===== src/dmac_pkg.sv =====
// dmac_pkg: widths, reset values, register indexes and result codes
// shared by the moving average crossover block; no dependencies
`timescale 1ns / 1ps
`default_nettype none

package dmac_pkg;

    localparam int PRICE_W     = 32;
    localparam int PERIOD_W    = 9;
    localparam int EVENT_W     = 2;
    localparam int CFG_IDX_W   = 1;
    localparam int DIV_BITS    = 2;

    localparam logic [PERIOD_W-1:0] SHORT_PERIOD_RST = 9'd50;
    localparam logic [PERIOD_W-1:0] LONG_PERIOD_RST  = 9'd200;

    localparam logic [CFG_IDX_W-1:0] REG_SHORT_PERIOD = 1'd0;
    localparam logic [CFG_IDX_W-1:0] REG_LONG_PERIOD  = 1'd1;

    localparam logic [EVENT_W-1:0] EV_NONE   = 2'd0;
    localparam logic [EVENT_W-1:0] EV_DEATH  = 2'd1;
    localparam logic [EVENT_W-1:0] EV_GOLDEN = 2'd2;

    typedef enum logic [1:0] {
        REL_NONE  = 2'd0,
        REL_ABOVE = 2'd1,
        REL_BELOW = 2'd2,
        REL_EQUAL = 2'd3
    } rel_t;

endpackage

`default_nettype wire


===== src/dmac_div.sv =====
// dmac_div: iterative unsigned divider, two quotient bits per cycle
// depends on dmac_pkg; quotient must fit the sample width
`timescale 1ns / 1ps
`default_nettype none

module dmac_div #(
    parameter int DIVIDEND_W = 41
) (
    input  logic                          clk,
    input  logic                          rst_n,
    input  logic                          start,
    input  logic [DIVIDEND_W-1:0]         dividend,
    input  logic [dmac_pkg::PERIOD_W-1:0] divisor,
    output logic                          done,
    output logic [dmac_pkg::PRICE_W-1:0]  quotient
);
    import dmac_pkg::*;

    localparam int QUO_W   = PRICE_W;
    localparam int STEPS   = QUO_W / DIV_BITS;
    localparam int COUNT_W = $clog2(STEPS);

    logic                busy_reg;
    logic                done_reg;
    logic [COUNT_W-1:0]  count_reg;
    logic [PERIOD_W-1:0] rem_reg;
    logic [QUO_W-1:0]    quo_reg;
    logic [PERIOD_W-1:0] divisor_reg;
    logic [PERIOD_W-1:0] rem_next;
    logic [QUO_W-1:0]    quo_next;

    always_comb
    begin
        logic [PERIOD_W:0] trial;
        logic              qbit;
        rem_next = rem_reg;
        quo_next = quo_reg;
        for (int i = 0; i < DIV_BITS; i++)
        begin
            trial = {rem_next, quo_next[QUO_W-1]};
            if (trial >= {1'b0, divisor_reg})
            begin
                rem_next = PERIOD_W'(trial - {1'b0, divisor_reg});
                qbit     = 1'b1;
            end
            else
            begin
                rem_next = trial[PERIOD_W-1:0];
                qbit     = 1'b0;
            end
            quo_next = {quo_next[QUO_W-2:0], qbit};
        end
    end

    always_ff @(posedge clk or negedge rst_n)
    begin
        if (!rst_n)
        begin
            busy_reg  <= 1'b0;
            done_reg  <= 1'b0;
            count_reg <= '0;
        end
        else
        begin
            done_reg <= !start && busy_reg && (count_reg == COUNT_W'(STEPS - 1));
            if (start)
            begin
                busy_reg  <= 1'b1;
                count_reg <= '0;
            end
            else if (busy_reg)
            begin
                count_reg <= count_reg + COUNT_W'(1);
                if (count_reg == COUNT_W'(STEPS - 1))
                begin
                    busy_reg <= 1'b0;
                end
            end
        end
    end

    // high part of the dividend is below the divisor, so it seeds the remainder
    always_ff @(posedge clk)
    begin
        if (start)
        begin
            rem_reg     <= PERIOD_W'(dividend >> QUO_W);
            quo_reg     <= dividend[QUO_W-1:0];
            divisor_reg <= divisor;
        end
        else if (busy_reg)
        begin
            rem_reg <= rem_next;
            quo_reg <= quo_next;
        end
    end

    assign done     = done_reg;
    assign quotient = quo_reg;

endmodule

`default_nettype wire


===== config.mk =====
export PLATFORM = sky130hd
export DESIGN_NAME = dmac_div
export DESIGN_NICKNAME = d
export VERILOG_FILES = /design/src/dmac_pkg.sv /design/src/dmac_div.sv
export SDC_FILE = /design/constraint.sdc
export NUM_CORES = 1
export LEC_CHECK = 0
export BUFFER_PORTS_ARGS = -buffer_cell sky130_fd_sc_hd__buf_2
export CAP_MARGIN = 20
export CORE_AREA = 4 4 110 112
export DETAILED_ROUTE_END_ITERATION = 10
export DIE_AREA = 0 0 114 116
export GPL_TIMING_DRIVEN = 0
export HOLD_SLACK_MARGIN = 0.03
export SYNTH_ARGS = -nofsm -noshare
export SYNTH_HDL_FRONTEND = slang
export SYNTH_SLANG_ARGS = --single-unit

===== constraint.sdc =====
create_clock -name clk -period 9.35 [get_ports clk]
set_input_delay 1.87 -clock clk [delete_from_list [all_inputs] [get_ports clk]]
set_output_delay 1.87 -clock clk [all_outputs]
set_load 0.01 [all_outputs]

==> run metrics <==
Max Cap Viol 0; Top Layer Used met4; endpoint arrival time on the critical path around 4700 ps; placed cells about 520; Fmax 0.222 GHz; placement row count 39; Critical-path top delay cell a2111oi_1; Via density slightly above 5; synthesis warning total 0; Reg2Reg Depth 15; Layout Cells excl Fill 524; post-route met1 wirelength 3720 µm; final-layout fill cell count 1113; clock skew 4.79 ps; Clock transition at path regs about 80 ps; Post-synth EDFFs 50; Post-Syn Area 3470 µm²; Async SR Flop Fraction 0.107; die area 13200 µm²; worst reg-to-reg setup slack 4850 ps; CTS Buf Count 5; post_cts resized 0; # Post-CTS Setup Buffers 0; Worst Setup Path Type flip-flop to flip-flop; Seq/Total Area, Yosys 0.476; Max FO, Critical Path 9; library cells used by synthesis between 60 and 70; Final min period ~4500 ps; FF+latch count, synth 56; Iteration-0 DRC Markers 70; Hold Crit Depth 2; synth top area cells edfxtp_1 (43%), mux2_2 (10%), ha_1 (6.9%); initial antenna violation count 0; Ant. Diodes 0; drt total wl 8770 µm; Design Power between 1 and 1.5 mW; DRT Pass-1 Iters 4; status finished, final reports clean; Syn Inst Count 288; Worst-Skew Late Latency 300 ps; Worst path max stage delay 550 ps; CTS Sinks 56; Slew Viols, Final 0; PwrDens 342 nW/µm²; leakage power roughly 1.8 nW; setup_tns 0 ps; Final WS setup 4850 ps; Synthesized Nets 362; syn avg cell area 12.0 µm²; global-route wire length before repair 14000 µm; reg2reg end rem_reg[4]; core box area 11200 µm²; Hold Crit Start count_reg[3]; CP delay by family, top compound AO/OA/AOI/OAI gates; relative slew slack 0.332; Required @ worst endpoint 9520 ps; remaining global-route overflow 0; met2 WL post-DR 4210 µm; Max Root-Sink Buffers 2; cts hold-fix bufs 0; final period utilization 0.481; WL per Instance 16.7 µm; Die Ht 116 µm; commonest non-fill, non-tap cell in the layout buf_2; Largest register FFs 32; end of the worst hold path count_reg[3]; largest net degree at the start of global routing between 40 and 50; Worst setup SP type flip-flop; most frequent cells in the layout buf_2 (86), edfxtp_1 (50), mux2_2 (31), nor2_1 (21), ha_1 (19); nets 454; Hold Violations, Final 0; CP bufs+invs 2; DR vias 2646; worst vdd ir ~120 µV; Synth area leader edfxtp_1; total track usage 0.135; setup violators final 0; number of global-route vias before repair 2860; routed wl met3 648 µm; min-delay worst type flip-flop to flip-flop; share of post-route cells with drive strength above 1 0.386; Primary FF master, synth edfxtp_1; Initial Utilization 0.309; Slew @ Worst Pin 1000 ps; Critical Path, Cell by Cell inv_1, ha_1, inv_1, fa_1, a211oi_2, o211a_4, o31ai_4, mux2_4, ha_1, a211oi_1, nor3b_1, o31ai_2, or2b_1, a2111oi_1, o31a_1; port buffer count 85; Synth top area share 0.433; Crit. End Element flip-flop; hpwl dp 6800 µm; gpl congestion 0.906; Routed Antenna Nets 0; pre-CTS setup slack between 4000 and 5000 ps; die width 114 µm; CTS Root Cell clkbuf_16; CTS H-tree depth 2; Area Growth Syn to Fin 23.0%; IO Pins 86; Worst R2R Start quotient[31]; CTS tree done; Residual DRC 0; RSZ-0062 raised after global routing false
worst register-to-register path, cell delays in order (launching register included):
cell	delay, ps
edfxtp_1	410
inv_1	100
ha_1	200
inv_1	70
fa_1	440
a211oi_2	320
o211a_4	250
o31ai_4	120
mux2_4	360
ha_1	360
a211oi_1	310
nor3b_1	120
o31ai_2	240
or2b_1	300
a2111oi_1	550
o31a_1	210
area by class of cell:
type / instances / area, µm² / area share
Clock inverter: 3 / 68.8 / 0.0161
Timing Repair Buffer: 85 / 425 / 0.0997
Buffer: 10 / 85.1 / 0.0199
Clock buffer: 5 / 125 / 0.0293
Inverter: 16 / 60.1 / 0.0141
Multi-Input combinational cell: 206 / 1670 / 0.392
Sequential cell: 56 / 1650 / 0.387
Tap cell: 143 / 179 / 0.0419
worst max path at each step:
stage | start | endpoint | slack (ps) | cells after the start
floorplan | quotient[31] | rem_reg[7] | 5530 | 16
global placement | divisor_reg[0] | rem_reg[4] | 5040 | 17
detailed placement | quotient[31] | rem_reg[4] | 4970 | 15
CTS | quotient[31] | rem_reg[4] | 4920 | 15
global route | quotient[31] | rem_reg[4] | 4730 | 15
finish | quotient[31] | rem_reg[4] | 4850 | 15
routing by layer:
metal	track usage	up-vias
li1	-	1274
met1	0.155	1271
met2	0.234	88
met3	0.0439	13
met4	0.0554	0
met5	0	-
per-stage QoR:
step | cell area, µm² | hold slack, ps | util
2_1_floorplan | 3470 | 505 | -
6_report | 4270 | 555 | 0.380
3_5_place_dp | 4070 | 539 | 0.363
5_1_grt | 4270 | 594 | 0.380
3_3_place_gp | 4070 | 524 | 0.363
4_1_cts | 4270 | 560 | 0.380
kinds of logic (layout without fill, tap and decap cells):
| group | count (synthesis) | in the layout | synth area share |
|---|---|---|---|
| multiplexers | 34 | 34 | 0.111 |
| AO/OA/AOI/OAI | 63 | 63 | 0.145 |
| XOR/XNOR | 9 | 9 | 0.0227 |
| flip-flops | 56 | 56 | 0.476 |
| buffers and inverters | 26 | 119 | 0.0418 |
| AND/OR/NAND/NOR | 79 | 79 | 0.124 |
| adder cells (fa/ha/maj) | 21 | 21 | 0.0801 |
power breakdown:
| group | internal [mW] | switching [mW] | total, mW | leakage [nW] |
|---|---|---|---|---|
| combinational | 0.371 | 0.477 | 0.848 | 1.12 |
| sequential | 0.335 | 0.0291 | 0.364 | 0.595 |
| clock | 0.155 | 0.0925 | 0.247 | 0.0944 |
| total | 0.860 | 0.599 | 1.46 | 1.81 |
synthesized netlist by cell type (3+ instances only):
cell / n
inv_1: 15
nor2_1: 21
nor3_1: 5
nand4_1: 4
dfrtp_1: 6
mux2_2: 31
ha_1: 19
a21o_1: 3
xor2_1: 4
and3_1: 4
clkbuf_1: 4
nand2b_1: 7
xnor2_1: 5
o21a_1: 6
nand3_1: 6
edfxtp_1: 50
a211oi_1: 3
nand2_1: 11
a31oi_1: 3
or3_1: 3
o211ai_1: 3
o21ai_0: 7
a21oi_1: 11
o31a_1: 7
Note: power is estimated with default switching activity, not from simulation.
